<file path="src/rtl/tle_pkg.sv">
// Terminal line editor package: shared types, codes and sizes.
// Used by the stream interface, the character cell and the top level.
package tle_pkg;

   // Largest line the store can be built for, and the width that counts to it
   localparam int MAX_CAPACITY     = 64;
   localparam int POS_W            = $clog2(MAX_CAPACITY + 1);
   localparam int DEFAULT_CAPACITY = 64;
   localparam int CHAR_W           = 7;

   // Received byte codes
   localparam logic [7:0] BYTE_NEWLINE   = 8'd10;
   localparam logic [7:0] BYTE_ESC       = 8'd27;
   localparam logic [7:0] BYTE_PRINT_LO  = 8'd32;
   localparam logic [7:0] BYTE_PRINT_HI  = 8'd126;
   localparam logic [7:0] BYTE_DELETE    = 8'd127;
   localparam logic [7:0] BYTE_BRACKET   = 8'h5B; // '['
   localparam logic [7:0] BYTE_LEFT      = 8'h44; // 'D'
   localparam logic [7:0] BYTE_RIGHT     = 8'h43; // 'C'
   localparam logic [7:0] BYTE_FOUR      = 8'h34; // '4'
   localparam logic [7:0] BYTE_ONE       = 8'h31; // '1'
   localparam logic [7:0] BYTE_TILDE     = 8'h7E; // '~'

   typedef enum logic [2:0] {
      ESC_IDLE,
      ESC_GOT_ESC,
      ESC_GOT_BRACKET,
      ESC_GOT_FOUR,
      ESC_GOT_ONE
   } esc_type;

   typedef enum logic {
      ST_EDIT,
      ST_EMIT
   } state_type;

   // Operation broadcast to every cell of the row
   typedef enum logic [1:0] {
      CELL_HOLD,
      CELL_INSERT,
      CELL_DELETE,
      CELL_SHIFT_OUT
   } cell_op_type;

   typedef struct packed {
      cell_op_type       op;
      logic [POS_W-1:0]  pos;
      logic [CHAR_W-1:0] ch;
   } cell_cmd_type;

   typedef struct packed {
      logic [7:0] rx_byte;
   } req_payload_type;

   typedef struct packed {
      logic [CHAR_W-1:0] out_char;
      logic              is_last;
      logic              line_empty;
      logic              overflowed;
   } rsp_payload_type;

endpackage

</file>
<file path="src/rtl/tle_stream_if.sv">
// Valid/ready stream channel carrying one payload per beat.
// Depends on tle_pkg for the default payload type.
interface tle_stream_if #(
   parameter type payload_type = tle_pkg::req_payload_type
);
   logic        valid;
   logic        ready;
   payload_type payload;

   modport source (output valid, output payload, input ready);
   modport sink   (input valid, input payload, output ready);
endinterface

</file>
<file path="src/rtl/tle_cell.sv">
// One character slot of the line row; takes from a neighbor or the command on a broadcast op.
// Depends on tle_pkg for the command type and widths.
module tle_cell #(
   parameter int INDEX = 0
) (
   input  logic                          clock,
   input  tle_pkg::cell_cmd_type         cmd,
   input  logic [tle_pkg::CHAR_W-1:0]    left_char,
   input  logic [tle_pkg::CHAR_W-1:0]    right_char,
   output logic [tle_pkg::CHAR_W-1:0]    char_out
);

   localparam logic [tle_pkg::POS_W-1:0] MY_POS = tle_pkg::POS_W'(INDEX);

   logic [tle_pkg::CHAR_W-1:0] char_ff;
   logic [tle_pkg::CHAR_W-1:0] char_in;

   // Pick the next character from the op and where this cell sits
   always_comb begin
      char_in = char_ff;
      unique case (cmd.op)
         tle_pkg::CELL_INSERT: begin
            if (MY_POS > cmd.pos) begin
               char_in = left_char;
            end else if (MY_POS == cmd.pos) begin
               char_in = cmd.ch;
            end
         end
         tle_pkg::CELL_DELETE: begin
            if (MY_POS >= cmd.pos) begin
               char_in = right_char;
            end
         end
         tle_pkg::CELL_SHIFT_OUT: char_in = right_char;
         tle_pkg::CELL_HOLD:      char_in = char_ff;
         default:                 char_in = char_ff;
      endcase
   end

   always_ff @(posedge clock) begin
      char_ff <= char_in;
   end

   assign char_out = char_ff;

endmodule

</file>
<file path="src/rtl/terminal_line_editor.sv">
// Terminal line editor top level: escape decoder, cursor control and cell row.
// Depends on tle_pkg, tle_stream_if and tle_cell.
//
// The editor takes one received byte per cycle while editing: inserts and
// deletes move the whole row of character cells at once, each cell taking
// from its neighbor. A newline emits the line one character per beat by
// shifting the row toward cell 0. A line that is not empty holds off the
// input until its last character is in the output register.
// A result beat waiting in the output register holds off the next byte until
// it is taken. An insert into a full line is dropped and marked on every beat
// of that line.
module terminal_line_editor #(
   parameter int LINE_CAPACITY = tle_pkg::DEFAULT_CAPACITY
) (
   input  logic            clock,
   input  logic            reset,
   tle_stream_if.sink      req,
   tle_stream_if.source    rsp
);

   localparam int                         POS_W   = tle_pkg::POS_W;
   localparam int                         CHAR_W  = tle_pkg::CHAR_W;
   localparam logic [POS_W-1:0]           CAP_POS = POS_W'(LINE_CAPACITY);
   localparam logic [POS_W-1:0]           ONE_POS = POS_W'(1);

   tle_pkg::state_type   state_ff,   state_in;
   tle_pkg::esc_type     esc_ff,     esc_in;
   logic [POS_W-1:0]     len_ff,     len_in;
   logic [POS_W-1:0]     cur_ff,     cur_in;
   logic [POS_W-1:0]     rem_ff,     rem_in;
   logic                 ovf_ff,     ovf_in;
   logic                 rsp_valid_ff, rsp_valid_in;
   tle_pkg::rsp_payload_type rsp_data_ff, rsp_data_in;

   tle_pkg::cell_cmd_type cmd;
   logic [CHAR_W-1:0]     cell_char [LINE_CAPACITY];

   logic       slot_free;
   logic       take;
   logic [7:0] b;

   assign slot_free = !rsp_valid_ff || rsp.ready;
   assign req.ready = (state_ff == tle_pkg::ST_EDIT) && slot_free;
   assign take      = req.valid && req.ready;
   assign b         = req.payload.rx_byte;

   // Decode the byte, steer the cell row and feed the output register
   always_comb begin
      state_in     = state_ff;
      esc_in       = esc_ff;
      len_in       = len_ff;
      cur_in       = cur_ff;
      rem_in       = rem_ff;
      ovf_in       = ovf_ff;
      rsp_valid_in = rsp_valid_ff && !rsp.ready;
      rsp_data_in  = rsp_data_ff;
      cmd.op       = tle_pkg::CELL_HOLD;
      cmd.pos      = cur_ff;
      cmd.ch       = b[CHAR_W-1:0];

      unique case (state_ff)
         tle_pkg::ST_EDIT: begin
            if (take) begin
               unique case (esc_ff)
                  tle_pkg::ESC_GOT_ESC: begin
                     esc_in = (b == tle_pkg::BYTE_BRACKET) ? tle_pkg::ESC_GOT_BRACKET
                                                           : tle_pkg::ESC_IDLE;
                  end
                  tle_pkg::ESC_GOT_BRACKET: begin
                     esc_in = tle_pkg::ESC_IDLE;
                     priority if (b == tle_pkg::BYTE_LEFT) begin
                        if (cur_ff != '0) cur_in = cur_ff - ONE_POS;
                     end else if (b == tle_pkg::BYTE_RIGHT) begin
                        if (cur_ff < len_ff) cur_in = cur_ff + ONE_POS;
                     end else if (b == tle_pkg::BYTE_FOUR) begin
                        esc_in = tle_pkg::ESC_GOT_FOUR;
                     end else if (b == tle_pkg::BYTE_ONE) begin
                        esc_in = tle_pkg::ESC_GOT_ONE;
                     end else begin
                        esc_in = tle_pkg::ESC_IDLE;
                     end
                  end
                  tle_pkg::ESC_GOT_FOUR: begin
                     esc_in = tle_pkg::ESC_IDLE;
                     if (b == tle_pkg::BYTE_TILDE) cur_in = len_ff;
                  end
                  tle_pkg::ESC_GOT_ONE: begin
                     esc_in = tle_pkg::ESC_IDLE;
                     if (b == tle_pkg::BYTE_TILDE) cur_in = '0;
                  end
                  default: begin
                     esc_in = tle_pkg::ESC_IDLE;
                     priority if (b == tle_pkg::BYTE_NEWLINE) begin
                        if (len_ff == '0) begin
                           // Empty line: one beat, then clear
                           rsp_valid_in            = 1'b1;
                           rsp_data_in.out_char    = '0;
                           rsp_data_in.is_last     = 1'b1;
                           rsp_data_in.line_empty  = 1'b1;
                           rsp_data_in.overflowed  = ovf_ff;
                           ovf_in                  = 1'b0;
                           cur_in                  = '0;
                        end else begin
                           state_in = tle_pkg::ST_EMIT;
                           rem_in   = len_ff;
                        end
                     end else if (b >= tle_pkg::BYTE_PRINT_LO &&
                                  b <= tle_pkg::BYTE_PRINT_HI) begin
                        if (len_ff == CAP_POS) begin
                           ovf_in = 1'b1;
                        end else begin
                           cmd.op = tle_pkg::CELL_INSERT;
                           len_in = len_ff + ONE_POS;
                           cur_in = cur_ff + ONE_POS;
                        end
                     end else if (b == tle_pkg::BYTE_DELETE) begin
                        if (cur_ff != '0) begin
                           cmd.op  = tle_pkg::CELL_DELETE;
                           cmd.pos = cur_ff - ONE_POS;
                           len_in  = len_ff - ONE_POS;
                           cur_in  = cur_ff - ONE_POS;
                        end
                     end else if (b == tle_pkg::BYTE_ESC) begin
                        esc_in = tle_pkg::ESC_GOT_ESC;
                     end else begin
                        esc_in = tle_pkg::ESC_IDLE;
                     end
                  end
               endcase
            end
         end
         tle_pkg::ST_EMIT: begin
            // Drain cell 0 into the output register, shift the row left
            if (slot_free) begin
               cmd.op                  = tle_pkg::CELL_SHIFT_OUT;
               rsp_valid_in            = 1'b1;
               rsp_data_in.out_char    = cell_char[0];
               rsp_data_in.is_last     = (rem_ff == ONE_POS);
               rsp_data_in.line_empty  = 1'b0;
               rsp_data_in.overflowed  = ovf_ff;
               rem_in                  = rem_ff - ONE_POS;
               if (rem_ff == ONE_POS) begin
                  state_in = tle_pkg::ST_EDIT;
                  len_in   = '0;
                  cur_in   = '0;
                  ovf_in   = 1'b0;
               end
            end
         end
         default: state_in = tle_pkg::ST_EDIT;
      endcase
   end

   // Advance control state
   always_ff @(posedge clock) begin
      if (reset) begin
         state_ff     <= tle_pkg::ST_EDIT;
         esc_ff       <= tle_pkg::ESC_IDLE;
         len_ff       <= '0;
         cur_ff       <= '0;
         rem_ff       <= '0;
         ovf_ff       <= 1'b0;
         rsp_valid_ff <= 1'b0;
      end else begin
         state_ff     <= state_in;
         esc_ff       <= esc_in;
         len_ff       <= len_in;
         cur_ff       <= cur_in;
         rem_ff       <= rem_in;
         ovf_ff       <= ovf_in;
         rsp_valid_ff <= rsp_valid_in;
      end
   end

   // Hold the result beat
   always_ff @(posedge clock) begin
      rsp_data_ff <= rsp_data_in;
   end

   assign rsp.valid   = rsp_valid_ff;
   assign rsp.payload = rsp_data_ff;

   // Row of character cells, each linked to both neighbors
   for (genvar i = 0; i < LINE_CAPACITY; i++) begin : g_cell
      logic [CHAR_W-1:0] left_char;
      logic [CHAR_W-1:0] right_char;

      if (i == 0) begin : g_first
         assign left_char = '0;
      end else begin : g_mid_l
         assign left_char = cell_char[i-1];
      end

      if (i == LINE_CAPACITY - 1) begin : g_last
         assign right_char = '0;
      end else begin : g_mid_r
         assign right_char = cell_char[i+1];
      end

      tle_cell #(
         .INDEX (i)
      ) u_cell (
         .clock      (clock),
         .cmd        (cmd),
         .left_char  (left_char),
         .right_char (right_char),
         .char_out   (cell_char[i])
      );
   end

endmodule

</file>
<file path="src/flat_wrapper.sv">
// flat-port wrapper written by rule: the top's interface ports become plain ports
module terminal_line_editor_flat 
#(
   parameter int LINE_CAPACITY = tle_pkg::DEFAULT_CAPACITY
)
  (clock, reset, req_valid, req_payload, req_ready, rsp_valid, rsp_payload, rsp_ready);
  tle_stream_if #(.payload_type(tle_pkg::req_payload_type)) req_i ();
  tle_stream_if #(.payload_type(tle_pkg::rsp_payload_type)) rsp_i ();
  input  logic clock;
  input  logic reset;
  input wire logic [$bits(req_i.valid)-1:0] req_valid;
  input wire logic [$bits(req_i.payload)-1:0] req_payload;
  output wire logic [$bits(req_i.ready)-1:0] req_ready;
  output wire logic [$bits(rsp_i.valid)-1:0] rsp_valid;
  output wire logic [$bits(rsp_i.payload)-1:0] rsp_payload;
  input wire logic [$bits(rsp_i.ready)-1:0] rsp_ready;
  assign req_i.valid = req_valid;
  assign req_i.payload = req_payload;
  assign req_ready = req_i.ready;
  assign rsp_valid = rsp_i.valid;
  assign rsp_payload = rsp_i.payload;
  assign rsp_i.ready = rsp_ready;
  terminal_line_editor #(.LINE_CAPACITY(LINE_CAPACITY)) u_core (.clock(clock), .reset(reset), .req(req_i), .rsp(rsp_i));
endmodule
</file>
<file path="config.mk">
export PLATFORM = sky130hd
export DESIGN_NAME = terminal_line_editor_flat
export DESIGN_NICKNAME = d
export VERILOG_FILES = /design/src/rtl/tle_pkg.sv /design/src/rtl/tle_stream_if.sv /design/src/rtl/tle_cell.sv /design/src/rtl/terminal_line_editor.sv /design/src/flat_wrapper.sv
export SDC_FILE = /design/constraint.sdc
export NUM_CORES = 1
export LEC_CHECK = 0
export BUFFER_PORTS_ARGS = -buffer_cell sky130_fd_sc_hd__buf_2
export CAP_MARGIN = 25
export CORE_MARGIN = 4
export CORE_UTILIZATION = 60
export DETAILED_ROUTE_END_ITERATION = 6
export PLACE_DENSITY = 0.76
export SYNTH_ARGS = -nofsm -noshare
export SYNTH_HDL_FRONTEND = slang
export SYNTH_SLANG_ARGS = --single-unit
</file>
<file path="constraint.sdc">
create_clock -name clock -period 6.2 [get_ports clock]
set_input_delay 1.55 -clock clock [delete_from_list [all_inputs] [get_ports clock]]
set_output_delay 1.55 -clock clock [all_outputs]
set_load 0.01 [all_outputs]
</file>
==> flow_summary.yaml <==
clock_network:
  cts_buffer_depth: 3
  cts_root_buf: "clkbuf_16"
  clk_pin_slew_ns: 0.06
  cts_buffers: 51
  cts_resized: 0
  cts_max_level: 2
  ctsHoldBuffers: 0
  insertion_delay_ns: 0.62
  cts_setup_buffers: 0
  cts_tree: "done"
  cts.sinks: 485
drt:
  finalWirelength_um: 80540
  vias: 21924
  remaining_drc_errors: 0
  drtPass1Iterations: 6
  drt_iter0_markers: 2697
  ant_nets: 0
  wl_per_cell_um: 24.98
  viasPerCell: 6.800
setup_path:
  crit_path_start_kind: "input port"
  crit_required_ns: 6.43
  r2r_cells: 9
  crit_path_max_fanout: 10
  worstSetupPathType: "in2reg"
  endpoint_kind: "flop"
  slowest_stage: "o21ai_0"
  worstPathCellList: "buf_2 -> nand2b_2 -> or4_1 -> nor2_4 -> a41oi_4 -> nor2_2 -> nand2_1 -> o21ai_0"
  critical_path.max_stage_delay_ns: 0.86
  arrival_ns: 5.19
sta:
  fin_crit_sh_pct: 80.10
  finalHoldViolCount: 0
  max_clock_freq_mhz: 201.4
  worst_pin_slew_ns: 1.146
  period_needed_ns: 4.966
  fin_tns_setup_ns: 0
  finalSetupViolCount: 0
  rsz0062_at_grt: "no"
  finalClockSkew_ns: 0.01764
  drv_slew: 0
  slew_headroom_pct: 23.59
layout:
  layout_commonest_cell: "nand2_1"
  drive_above_1_share_pct: 9.460
  final_cell_mix: "nand2_1, edfxtp_1, mux2i_1"
  nets: 2627
  n_antenna_cell: 0
  fin_util_pct: 65.80
  finish.cell_count_without_fillers: 3224
  syn_to_final_growth_pct: 7.626
synthesis:
  synthCells: 2671
  synthArstFlopShare_pct: 0
  synth_cell_types: 97
  seq_area_frac_synth_pct: 52.42
  synth-main-ff-cell: "edfxtp_1"
  yosysWarnings: 0
  synth_nets: 2700
  mappedNetlistArea_mm2: 0.02727
  synth_seq_cells: 485
  synth_area_per_cell_um2: 10.21
  synth_edf_count: 458
floorplanning:
  die_area_mm2: 0.04893
  core_area_mm2: 0.04461
  initial_core_util_pct: 61.13
  num_rows: 77
  die_h_um: 221.2
  io_pins: 24
  die_w_um: 221.2
placement:
  place_hpwl_um: 53410
  port_buffers: 23
  dpl.cell_count: 3135
  gp_congestion: 0.9659
global_route:
  grtUsageMet3_pct: 6.056
  antenna_found_initial: 1
  grt_first_pass_wirelength_um: 123000
  grt.total_usage_pct: 31.57
  grtUsageMet1_pct: 42.50
  grt_most_used_layer: "met2"
  grt_remaining_overflow: 0
  grt_use_met2_pct: 51.19
  grt_pass1_vias: 21117
  grt_max_degree: 295
outcome:
  status: "completed"
min_path:
  min_delay_path_depth: 0
  hold_class: "reg2reg"
power:
  ir_drop_uv: 225.7
  finalPower_mw: 7.824
  p_leak_nw: 10.26
  power.density_mw_per_mm2: 266.6
job:
  maxCapViolations: 0
==> final cells by class <==
| cell class | instances | area, um^2 |
|---|---|---|
| inverter | 21 | 78.83 |
| tap | 592 | 740.7 |
| clock inverter | 21 | 140.1 |
| timing repair buffer | 101 | 748.2 |
| fill | 3433 | 15260 |
| clock buffer | 66 | 1343 |
| sequential | 485 | 14290 |
| multi-input combinational | 1938 | 12010 |
==> cell families after synthesis <==
group | after synthesis | synth area share [%]
fa+ha+maj | 17 | 0.8075
flops | 485 | 52.42
mux | 335 | 12.32
compound gates | 680 | 16.06
buf+inv | 248 | 3.767
xor+xnor | 12 | 0.3854
simple gates | 894 | 14.24
==> cells in the mapped netlist (6+ instances only) <==
library cell	count	area share, %
a2111oi_0	7	0.22
a211oi_1	13	0.36
a21o_1	11	0.30
a21oi_1	126	2.3
a21oi_4	8	0.48
a31oi_1	29	0.67
and2_1	13	0.30
buf_1	24	0.33
buf_2	41	0.75
buf_4	10	0.28
clkbuf_1	151	2.1
dfxtp_1	27	2.0
edfxtp_1	458	50
ha_1	16	0.73
inv_1	19	0.26
mux2i_1	331	12
nand2_1	484	6.7
nand2b_1	7	0.16
nand3_1	113	2.1
nor2_1	175	2.4
nor2_4	6	0.25
nor2b_1	7	0.16
nor3_1	25	0.46
o211ai_1	105	2.9
o21ai_0	193	3.5
o21ai_1	96	1.8
o21ai_2	7	0.22
o31ai_1	9	0.25
or3_1	15	0.34
xnor2_1	10	0.32
==> worst max-delay path: cells and delay by family <==
family,cells,cell delay [ns]
buffers and inverters,1,0.12
AOI/OAI and AO/OA,2,1.03
and+or+nand+nor,5,2.47
==> sequential cells by signal, summed over array words and instances (netlist names) <==
name,cells
u_core.cur_ff,7
u_core.esc_ff,3
u_core.g_cell.u_cell.char_out,448
u_core.len_ff,7
u_core.ovf_ff,1
u_core.rem_ff,7
u_core.rsp.payload,10
u_core.rsp.valid,1
u_core.state_ff,1
==> stage by stage <==
| step | hold slack (ns) | setup slack (ns) | area [um^2] |
|---|---|---|---|
| 2_1_floorplan | 0.4245 | 1.538 | 27270 |
| 3_3_place_gp | 0.4449 | 0.4824 | 27820 |
| 3_5_place_dp | 0.4499 | 0.6858 | 27850 |
| 4_1_cts | 0.4643 | 1.298 | 29340 |
| 5_1_grt | 0.4896 | 1.074 | 29350 |
| 6_report | 0.4610 | 1.234 | 29350 |
==> path summary, 6_finish.rpt <==
kind,from,end,slack [ns]
worst min-delay path,u_core.ovf_ff,u_core.rsp.payload[0],0.46
worst max-delay path,req_payload[7],u_core.g_cell[10].u_cell.char_out[4],1.23
worst max register to register,u_core.cur_ff[1],u_core.g_cell[20].u_cell.char_out[4],1.54
worst min register to register,u_core.ovf_ff,u_core.rsp.payload[0],0.46
==> where the power goes <==
part           internal [mW]  switching, mW  total, mW
Sequential              3.83          0.110       3.94
Clock                   1.56           1.29       2.85
Combinational          0.350          0.684       1.03
==> per-layer routing <==
layer  up-vias  routed length [um]
met3       262                7841
met5         -                  11
met1     10609               32000
met4         2                3355
met2      1340               37330
li1       9711                   -
No activity file was read; power rests on OpenSTA's default activity.
